### src/hw/rtl/tprms_pkg.sv
// ---------------------------------------------------------------------------
// Touchpad motion scaler package
// Shared types and constants for the relative motion scaler.
// ---------------------------------------------------------------------------
`default_nettype none

package tprms_pkg;

  localparam int unsigned PosWidth     = 16;
  localparam int unsigned DivWidth     = 12;
  localparam int unsigned CarryWidth   = 13;
  // carry + position change needs 18 bits signed; its magnitude fits 17 bits
  localparam int unsigned TotWidth     = 18;
  localparam int unsigned MagWidth     = 17;
  localparam int unsigned DivSteps     = MagWidth;
  localparam int unsigned CntWidth     = $clog2(DivSteps);

  localparam logic [DivWidth-1:0] DefaultDivisor = DivWidth'(64);
  localparam logic [PosWidth-1:0] SatMax         = 16'h7fff;
  localparam logic [PosWidth-1:0] SatMin         = 16'h8000;

  typedef enum logic [2:0] {
    StIdle,
    StLoad,
    StDiv,
    StFix,
    StDone
  } state_e;

endpackage

`default_nettype wire

### src/hw/rtl/touchpad_relative_motion_scaler_unit.sv
// ---------------------------------------------------------------------------
// Touchpad relative motion scaler
// Converts absolute touchpad samples into scaled, saturated relative motion.
// ---------------------------------------------------------------------------
// Usage:
//   Input channel (in_valid_i / in_stall_o) carries one sample: touch_i,
//   pos_x_i, pos_y_i. Output channel (out_valid_o / out_stall_i) returns one
//   request per sample: delta_x_o, delta_y_o, surface_active_o.
//   The divisor register is written through cfg_we_i / cfg_wdata_i; the user
//   must write it only while the block is idle, which the block itself does
//   not enforce. Zero selects a divisor of 64. Release and first-touch
//   samples go from accept straight to the done state. A held-touch sample
//   runs a radix-2 restoring divider, one quotient bit per cycle, 17 steps
//   per axis, X then Y, each axis through the load, divide and fix states,
//   before the done state. The done state loads the output register; one
//   sample is in work at a time.
//   in_stall_o is high while a sample is in work. A finished result waits in
//   the output register; if the receiver stalls, the next result holds in the
//   done state until the register frees up.
//   Reset clears the touch state, both remainders and the output valid, and
//   sets the divisor to 64.
// ---------------------------------------------------------------------------
`default_nettype none

module touchpad_relative_motion_scaler_unit (
  input  logic        clk_i,
  input  logic        rst_ni,
  input  logic        cfg_we_i,
  input  logic [11:0] cfg_wdata_i,
  input  logic        in_valid_i,
  output logic        in_stall_o,
  input  logic        touch_i,
  input  logic signed [15:0] pos_x_i,
  input  logic signed [15:0] pos_y_i,
  output logic        out_valid_o,
  input  logic        out_stall_i,
  output logic signed [15:0] delta_x_o,
  output logic signed [15:0] delta_y_o,
  output logic        surface_active_o
);

  localparam int unsigned PW = tprms_pkg::PosWidth;
  localparam int unsigned DW = tprms_pkg::DivWidth;
  localparam int unsigned CW = tprms_pkg::CarryWidth;
  localparam int unsigned TW = tprms_pkg::TotWidth;
  localparam int unsigned MW = tprms_pkg::MagWidth;
  localparam int unsigned NW = tprms_pkg::CntWidth;

  tprms_pkg::state_e state_q, state_d;

  logic [DW-1:0]        divisor_q;
  logic                 was_touched_q;
  logic signed [PW-1:0] last_x_q, last_y_q;
  logic signed [CW-1:0] carry_x_q, carry_y_q;
  logic signed [TW-1:0] tot_x_q, tot_y_q;
  logic signed [PW-1:0] res_x_q, res_y_q;
  logic                 active_q;
  logic                 axis_q;
  logic                 neg_q;
  logic [MW-1:0]        dq_q;
  logic [DW-1:0]        rem_q;
  logic [NW-1:0]        cnt_q;
  logic                 out_valid_q;

  // control from the FSM
  logic in_accept, load_out;

  logic [DW-1:0] div_eff;
  assign div_eff = (divisor_q == '0) ? tprms_pkg::DefaultDivisor : divisor_q;

  // totals for a held touch: carry + change in position (Y negated)
  logic signed [TW-1:0] tot_x_d, tot_y_d;
  assign tot_x_d = TW'(carry_x_q) + TW'(pos_x_i) - TW'(last_x_q);
  assign tot_y_d = TW'(carry_y_q) - TW'(pos_y_i) + TW'(last_y_q);

  // operand of the current axis, as magnitude
  logic signed [TW-1:0] tot_sel, tot_abs;
  assign tot_sel = axis_q ? tot_y_q : tot_x_q;
  assign tot_abs = tot_sel[TW-1] ? -tot_sel : tot_sel;

  // one restoring step
  logic [DW:0]   trial;
  logic          q_bit;
  logic [DW:0]   trial_sub;
  logic [DW-1:0] rem_step;
  assign trial     = {rem_q, dq_q[MW-1]};
  assign q_bit     = (trial >= {1'b0, div_eff});
  assign trial_sub = trial - {1'b0, div_eff};
  assign rem_step  = q_bit ? trial_sub[DW-1:0] : trial[DW-1:0];

  // sign fix-up and saturation
  logic signed [PW-1:0] q_fix;
  logic signed [CW-1:0] carry_fix;
  logic [CW-1:0]        rem_ext;
  assign rem_ext = {1'b0, rem_q};
  always_comb begin
    if (!neg_q) begin
      q_fix = (dq_q > MW'(tprms_pkg::SatMax)) ? tprms_pkg::SatMax : dq_q[PW-1:0];
    end else begin
      q_fix = (dq_q > MW'(tprms_pkg::SatMin)) ? tprms_pkg::SatMin : -dq_q[PW-1:0];
    end
    carry_fix = neg_q ? -rem_ext : rem_ext;
  end

  // FSM
  always_ff @(posedge clk_i or negedge rst_ni) begin
    if (!rst_ni) begin
      state_q <= tprms_pkg::StIdle;
    end else begin
      state_q <= state_d;
    end
  end

  always_comb begin
    state_d    = state_q;
    in_stall_o = 1'b1;
    in_accept  = 1'b0;
    load_out   = 1'b0;
    case (state_q)
      tprms_pkg::StIdle: begin
        in_stall_o = 1'b0;
        if (in_valid_i) begin
          in_accept = 1'b1;
          state_d   = (touch_i && was_touched_q) ? tprms_pkg::StLoad : tprms_pkg::StDone;
        end
      end
      tprms_pkg::StLoad: begin
        state_d = tprms_pkg::StDiv;
      end
      tprms_pkg::StDiv: begin
        if (cnt_q == NW'(tprms_pkg::DivSteps - 1)) begin
          state_d = tprms_pkg::StFix;
        end
      end
      tprms_pkg::StFix: begin
        state_d = axis_q ? tprms_pkg::StDone : tprms_pkg::StLoad;
      end
      tprms_pkg::StDone: begin
        if (!out_valid_q || !out_stall_i) begin
          load_out = 1'b1;
          state_d  = tprms_pkg::StIdle;
        end
      end
      default: begin
        state_d = tprms_pkg::StIdle;
      end
    endcase
  end

  // control state
  always_ff @(posedge clk_i or negedge rst_ni) begin
    if (!rst_ni) begin
      divisor_q     <= tprms_pkg::DefaultDivisor;
      was_touched_q <= 1'b0;
      carry_x_q     <= '0;
      carry_y_q     <= '0;
      out_valid_q   <= 1'b0;
      axis_q        <= 1'b0;
      cnt_q         <= '0;
    end else begin
      if (cfg_we_i) begin
        divisor_q <= cfg_wdata_i;
      end
      if (in_accept) begin
        axis_q <= 1'b0;
        if (!(touch_i && was_touched_q)) begin
          carry_x_q <= '0;
          carry_y_q <= '0;
        end
        was_touched_q <= touch_i;
      end
      if (state_q == tprms_pkg::StLoad) begin
        cnt_q <= '0;
      end else if (state_q == tprms_pkg::StDiv) begin
        cnt_q <= cnt_q + NW'(1);
      end
      if (state_q == tprms_pkg::StFix) begin
        if (axis_q) begin
          carry_y_q <= carry_fix;
        end else begin
          carry_x_q <= carry_fix;
        end
        axis_q <= 1'b1;
      end
      if (load_out) begin
        out_valid_q <= 1'b1;
      end else if (!out_stall_i) begin
        out_valid_q <= 1'b0;
      end
    end
  end

  // datapath
  always_ff @(posedge clk_i) begin
    if (in_accept) begin
      res_x_q  <= '0;
      res_y_q  <= '0;
      active_q <= touch_i;
      tot_x_q  <= tot_x_d;
      tot_y_q  <= tot_y_d;
      if (touch_i) begin
        last_x_q <= pos_x_i;
        last_y_q <= pos_y_i;
      end
    end
    case (state_q)
      tprms_pkg::StLoad: begin
        neg_q <= tot_sel[TW-1];
        dq_q  <= tot_abs[MW-1:0];
        rem_q <= '0;
      end
      tprms_pkg::StDiv: begin
        dq_q  <= {dq_q[MW-2:0], q_bit};
        rem_q <= rem_step;
      end
      tprms_pkg::StFix: begin
        if (axis_q) begin
          res_y_q <= q_fix;
        end else begin
          res_x_q <= q_fix;
        end
      end
      default: begin
      end
    endcase
    if (load_out) begin
      delta_x_o        <= res_x_q;
      delta_y_o        <= res_y_q;
      surface_active_o <= active_q;
    end
  end

  assign out_valid_o = out_valid_q;

`ifndef ASSERT_OFF
  // a request is taken only once per sample
  a_stall_after_accept: assert property (@(posedge clk_i) disable iff (!rst_ni)
    (in_valid_i && !in_stall_o) |=> in_stall_o)
    else $error("input taken while a sample is in work");

  // remainders are zero whenever no touch is held
  a_carry_clear: assert property (@(posedge clk_i) disable iff (!rst_ni)
    !was_touched_q |-> (carry_x_q == '0 && carry_y_q == '0))
    else $error("remainder kept without a held touch");

  // output register only loads when free or draining
  a_no_overwrite: assert property (@(posedge clk_i) disable iff (!rst_ni)
    load_out |-> (!out_valid_q || !out_stall_i))
    else $error("pending result overwritten");

  // divider step count stays in range
  a_cnt_range: assert property (@(posedge clk_i) disable iff (!rst_ni)
    (state_q == tprms_pkg::StDiv) |-> (cnt_q < NW'(tprms_pkg::DivSteps)))
    else $error("divider ran past its last step");
`endif

endmodule

`default_nettype wire
### config.mk
export PLATFORM = sky130hd
export DESIGN_NAME = touchpad_relative_motion_scaler_unit
export DESIGN_NICKNAME = d
export VERILOG_FILES = /design/src/hw/rtl/tprms_pkg.sv /design/src/hw/rtl/touchpad_relative_motion_scaler_unit.sv
export SDC_FILE = /design/constraint.sdc
export NUM_CORES = 1
export LEC_CHECK = 0
export ABC_AREA = 1
export BUFFER_PORTS_ARGS = -buffer_cell sky130_fd_sc_hd__buf_2
export CORE_MARGIN = 2
export CORE_UTILIZATION = 61
export DETAILED_ROUTE_END_ITERATION = 12
export PLACE_DENSITY = 0.78
export SLEW_MARGIN = 20
export SYNTH_ARGS = -nofsm -noshare
export SYNTH_HDL_FRONTEND = slang
export SYNTH_SLANG_ARGS = --single-unit
### constraint.sdc
create_clock -name clk_i -period 6.6 [get_ports clk_i]
set_input_delay 0.99 -clock clk_i [delete_from_list [all_inputs] [get_ports clk_i]]
set_output_delay 0.99 -clock clk_i [all_outputs]
set_load 0.005 [all_outputs]
Word level (Yosys, flattened, before mapping) --
Index checks and enable logic that the tools add are counted. Widths: inputs -> output; s select.
Word-level totals: ROM bits 0, memories kept 0, output and inout port bits 35, bits in writable memories 0, flip-flop bits (word level) 213, input port bits 50, bits in latches 0, logic and storage cells 93
Cells by class: div/mod/pow operators 0, reduce and logical (&&, ||, !) cells 10, multiplexer cells 41, equality and inequality tests 9, $add $sub $neg 9, $lt $le $gt $ge 3, shifts and indexed selects 0, multiply operators 0, bitwise gates (word level) 0
Operators by type and width (count):
- $mux 16 | 9
- $mux 13 | 9
- $pmux 17 s2 | 1
- $mux 12 | 2
- $pmux 12 s2 | 1
- $add 17x16->18 | 1
- $mux 18 | 1
- $sub 17x16->18 | 1
- $add 13x16->17 | 1
- $gt 17x15->1 const B | 1
- $gt 17x16->1 const B | 1
- $mux 17 | 1
- $neg 17->17 | 1
- $sub 13x16->17 | 1
- $neg 16->16 | 1
- $mux 3 | 5
- $pmux 3 s5 | 1
- $ge 13x12->1 | 1
- $neg 12->13 | 1
- $logic_not 12->1 | 1
- $sub 12x12->12 | 1
- $mux 5 | 2
- $mux 1 | 9
- $eq 3x2->1 const B | 2
- 13 further kinds | 17

Depth between registers and ports, before layout --
word-level depth 5, gate-level depth with buffers 15, depth with buffers taken out 15

Worst setup path before layout --
Ideal clock, no wire load.
path type input to register, start point input in_valid_i, end point register last_x_q[0], enable pin, buffers on the path 1, data required time 6179 ps, stages on the path 5, arrival 4536 ps, library setup time 421 ps, path slack 1643 ps, cells stage by stage inv_1 -> nor2_1 -> inv_2 -> clkbuf_1 -> nor2_1
Between the ends: word-level cells in the longest chain between the ends 3
RTL lines:
- start, declared | RTL line touchpad_relative_motion_scaler_unit.sv:30 | input logic in_valid_i,
- $mux 1 | RTL line touchpad_relative_motion_scaler_unit.sv:122 | if (in_valid_i) begin
- $mux 1 | RTL line touchpad_relative_motion_scaler_unit.sv:119 | case (state_q)
- named net in_accept | RTL line touchpad_relative_motion_scaler_unit.sv:66 | logic in_accept, load_out;
- $reduce_and 2->1 (no source line)
- end signal, assigned | RTL line touchpad_relative_motion_scaler_unit.sv:202 | last_x_q <= pos_x_i;
- end, declared | RTL line touchpad_relative_motion_scaler_unit.sv:53 | logic signed [PW-1:0] last_x_q, last_y_q;
The timed path passes the listed nets, and every way through them passes these cells. A chain may end at the register's enable or synchronous reset.

Worst setup path after layout --
start point register state_q[0], end point register last_x_q[9], enable pin
Between the ends: word-level cells in the longest chain between the ends 3
RTL lines:
- start, declared | RTL line touchpad_relative_motion_scaler_unit.sv:49 | tprms_pkg::state_e state_q, state_d;
- start signal, assigned | RTL line touchpad_relative_motion_scaler_unit.sv:108 | state_q <= tprms_pkg::StIdle;
- start signal, assigned | RTL line touchpad_relative_motion_scaler_unit.sv:110 | state_q <= state_d;
- $logic_not 3->1 | RTL line touchpad_relative_motion_scaler_unit.sv:119
- $mux 1 | RTL line touchpad_relative_motion_scaler_unit.sv:119
- named net in_accept | RTL line touchpad_relative_motion_scaler_unit.sv:66
- $reduce_and 2->1 (no source line)
The timed path passes the listed nets, and every way through them passes these cells.

==> flow_summary_export.csv <==
group,metric,value,unit
global_routing,grt_usage,25.8,%
synth,synth.cell_area,12500,um^2
setup_path,arrival,3.43,ns
routing,drc,0,
timing,setup_viol,0,
timing,relSlewSlack,25.8,%
synth,synth.avg_cell_area,8.75,um^2
timing,max_freq,305,MHz
setup_path,critPathKind,"flip-flop to flip-flop",
synth,yosys_most_used_dff,"edfxtp_1",
run_status,outcome,"complete, no violations",
clock_network,numCtsBuffers,24,
synth,synth.most_common_cell,"nand2_1",
worst_hold_path,hp-class,"flip-flop to flip-flop",
clock_network,tritoncts,"done",
synth,postSynth.asyncResetShare,23.0,%
routing,detail_route.wirelength.met1,12100,um
worst_hold_path,min-delay-start,"active_q$_DFFE_PP_",
setup_path,critPathRequiredTime,6.76,ns
clock_network,htree_num_levels,1,
power_and_ir_drop,power.static_leakage,6.64,nW
final_layout,filler_cell_count,1618,
routing,drt-pass1-iter-count,7,
timing,maxSlewViolCount,0,
final_layout,final_layout_size_suffix_gt1_share,12.1,%
routing,num_vias,9585,
power_and_ir_drop,vdd_ir_drop_max,0.000284,V
routing,wirelength,27600,um
synth,synth_seq_area_share,46.6,%
die,die_h,147,um
clock_network,clk_path_buf_depth,3,
placed_design,place_congestion,0.906,
clock_network,worstSkewPairLatency,0.53,ns
setup_path,timing.critical_path.from_type,"flip-flop",
synth,synth_seq_cells,213,
global_routing,antenna_violations_before_repair,0,
job,max-cap-violations,0,
routing,route.detailed.vias_per_inst,5.34,
global_routing,globalRoute.totalOverflow,0,
setup_path,timing.critical_path.fanout_max,39,
global_routing,largest_net_degree_at_the_start_of_global_routing,50,
timing,shortest_clock_period_the_worst_path_allows_after_layout,3.28,ns
routing,detail_route.iter0.violations,666,
synth,yosys.area.top_type_share,31.7,%
final_layout,post_layout_nonfiller_instances,1796,
placed_design,numPortBuffers,84,
final_layout,num_antenna_cells,0,
synth,synth.net_count,1568,
timing,setup_skew,0.0240,ns
synth,synthDominantAreaCellType,"edfxtp_1",
placed_design,placed_cells_incl_taps,1752,
synth,synth_warnings,0,
setup_path,launch_point_of_the_worst_reg_to_reg_path,"state_q[0]$_DFFE_PN0P_",
clock_network,cts_setup_buffers,0,
synth,post_synth_main_area_contributors,"edfxtp_1, nand2_1, dfrtp_1",
global_routing,global_route_wire_length_before_repair,45400,um
setup_path,timing.reg2reg.setup_slack,3.32,ns
setup_path,setup.worst_path.end_class,"flip-flop",
clock_network,clkTransAtPathRegs,0.07,ns
setup_path,reg2reg_to,"last_x_q[9]$_DFFE_PP_",
clock_network,hold_buffers,0,
power_and_ir_drop,pwr_density_cell,447,nW/um^2
die,total_die_area,21700,um^2
routing,antenna_violating_nets_post_route,0,
placed_design,post-dp-hpwl,20400,um
synth,post_synth_inst_count,1429,
routing,routed.top_layer,"met4",
clock_network,cts_num_sinks,213,
timing,min_period_over_period,49.7,%
die,die_w,147,um
die,coreArea,20200,um^2
synth,synth-edff-count,132,
final_layout,area_delta_synth_final,11.7,%
clock_network,clk_root_buffer_cell,"clkbuf_16",
timing,rsz0062_at_grt,"no",
routing,met2RoutedLength,13500,um
synth,yosysUniqueCellTypes,45,
worst_hold_path,min_delay_worst_endpoint,"surface_active_o$_DFFE_PP_",
die,ios,85,
timing,finalHoldViolCount,0,
final_layout,finish.net_count,1647,
die,std_cell_rows,52,
setup_path,register_to_register_path_depth,6,
routing,wl_met3,1140,um
routing,wire_per_inst,15.3,um
synth,synth.top_cells.by_count,"nand2_1, inv_1, nand3_1",
worst_hold_path,holdPathStages,0,
clock_network,post_cts.resized_instances,0,
global_routing,vias_in_the_first_global_route,9386,
timing,timing.setup.tns,0,ns
timing,transition_time_of_the_tightest_slew_check_pin,1.11,ns
die,floorplan.initialDensity,62.0,%
-- state kept, by name, summed over array words and instances, names as in the netlist, 13 cells and up --
name,flops
carry_x_q,13
res_x_q,16
delta_x_o,16
last_y_q,16
res_y_q,16
tot_x_q,18
delta_y_o,16
carry_y_q,13
last_x_q,16
tot_y_q,18
dq_q,17
-- power by group --
group / leakage, nW / internal (mW) / total [mW] / switching, mW
Combinational: 4.10 / 0.885 / 2.65 / 1.76
Sequential: 2.15 / 1.97 / 2.22 / 0.247
Clock: 0.398 / 0.824 / 1.38 / 0.551
-- per-stage QoR --
stage	setup slack (ns)	util (%)	hold WS (ns)	power [mW]	cell area, um^2
final	3.32	69.3	0.418	6.24	14000
after floorplan	1.64	-	0.400	4.15	12500
after CTS	3.31	69.3	0.419	6.25	14000
after global routing	3.08	69.3	0.423	6.70	14000
after detailed placement	2.99	65.2	0.409	4.86	13100
after global placement	3.09	65.2	0.410	4.78	13100
-- per-layer routing --
| layer | up-vias | track usage [%] |
|---|---|---|
| met5 | - | 0 |
| met4 | 0 | 8.22 |
| met3 | 55 | 3.07 |
| met1 | 4484 | 34.4 |
| li1 | 4805 | - |
| met2 | 241 | 44.3 |
-- how the worst max path moves through the flow --
stage                                       from                     to  slack [ns]
final                     state_q[0]$_DFFE_PN0P_  last_x_q[9]$_DFFE_PP_        3.32
after global routing      state_q[0]$_DFFE_PN0P_  last_x_q[9]$_DFFE_PP_        3.08
after CTS                 state_q[0]$_DFFE_PN0P_  last_x_q[9]$_DFFE_PP_        3.31
after detailed placement              in_valid_i  last_x_q[0]$_DFFE_PP_        2.99
after global placement                in_valid_i  last_x_q[0]$_DFFE_PP_        3.09
after floorplan                       in_valid_i  last_x_q[0]$_DFFE_PP_        1.64
-- worst max-delay path, stage by stage (launching register included) --
cell	delay [ns]
dfrtp_1	0.40
nor2_1	0.19
nand2_1	0.23
nor2_4	0.89
inv_2	0.55
nor2_2	0.18
buf_4	0.40
-- kinds of logic after synthesis --
family	after synthesis	synth area share, %
xor+xnor	58	4.06
compound gates	174	7.82
flops	213	46.6
mux	2	0.180
buf+inv	283	8.90
fa+ha+maj	89	10.9
simple gates	610	21.5
-- area by class of cell --
class                           count  area (um^2)  area share, %
Multi-Input combinational cell    933         5580           39.9
Sequential cell                   213         5830           41.7
Timing Repair Buffer               91          473           3.38
Inverter                          245          920           6.58
Clock buffer                       27          643           4.60
Tap cell                          270          338           2.42
Clock inverter                     17          186           1.33
-- cell usage in the layout, fill, tap and decap left out, types with 6 or more instances in the layout --
master,instances
dfrtp_1,48
nand3_2,10
xnor2_1,15
o21ai_2,11
a21o_1,6
inv_1,239
fa_1,33
clkbuf_16,25
nand4_1,11
o21ai_0,78
nor3_1,14
inv_2,6
a21oi_1,39
nand3b_1,9
dfxtp_1,32
o21bai_1,6
xor2_1,43
o21ai_1,21
buf_4,7
nand2_1,335
nor2_2,9
buf_2,84
edfxtp_1,132
nand3_1,139
nor2_1,64
ha_1,56
No activity file was read; power rests on OpenSTA's default activity.
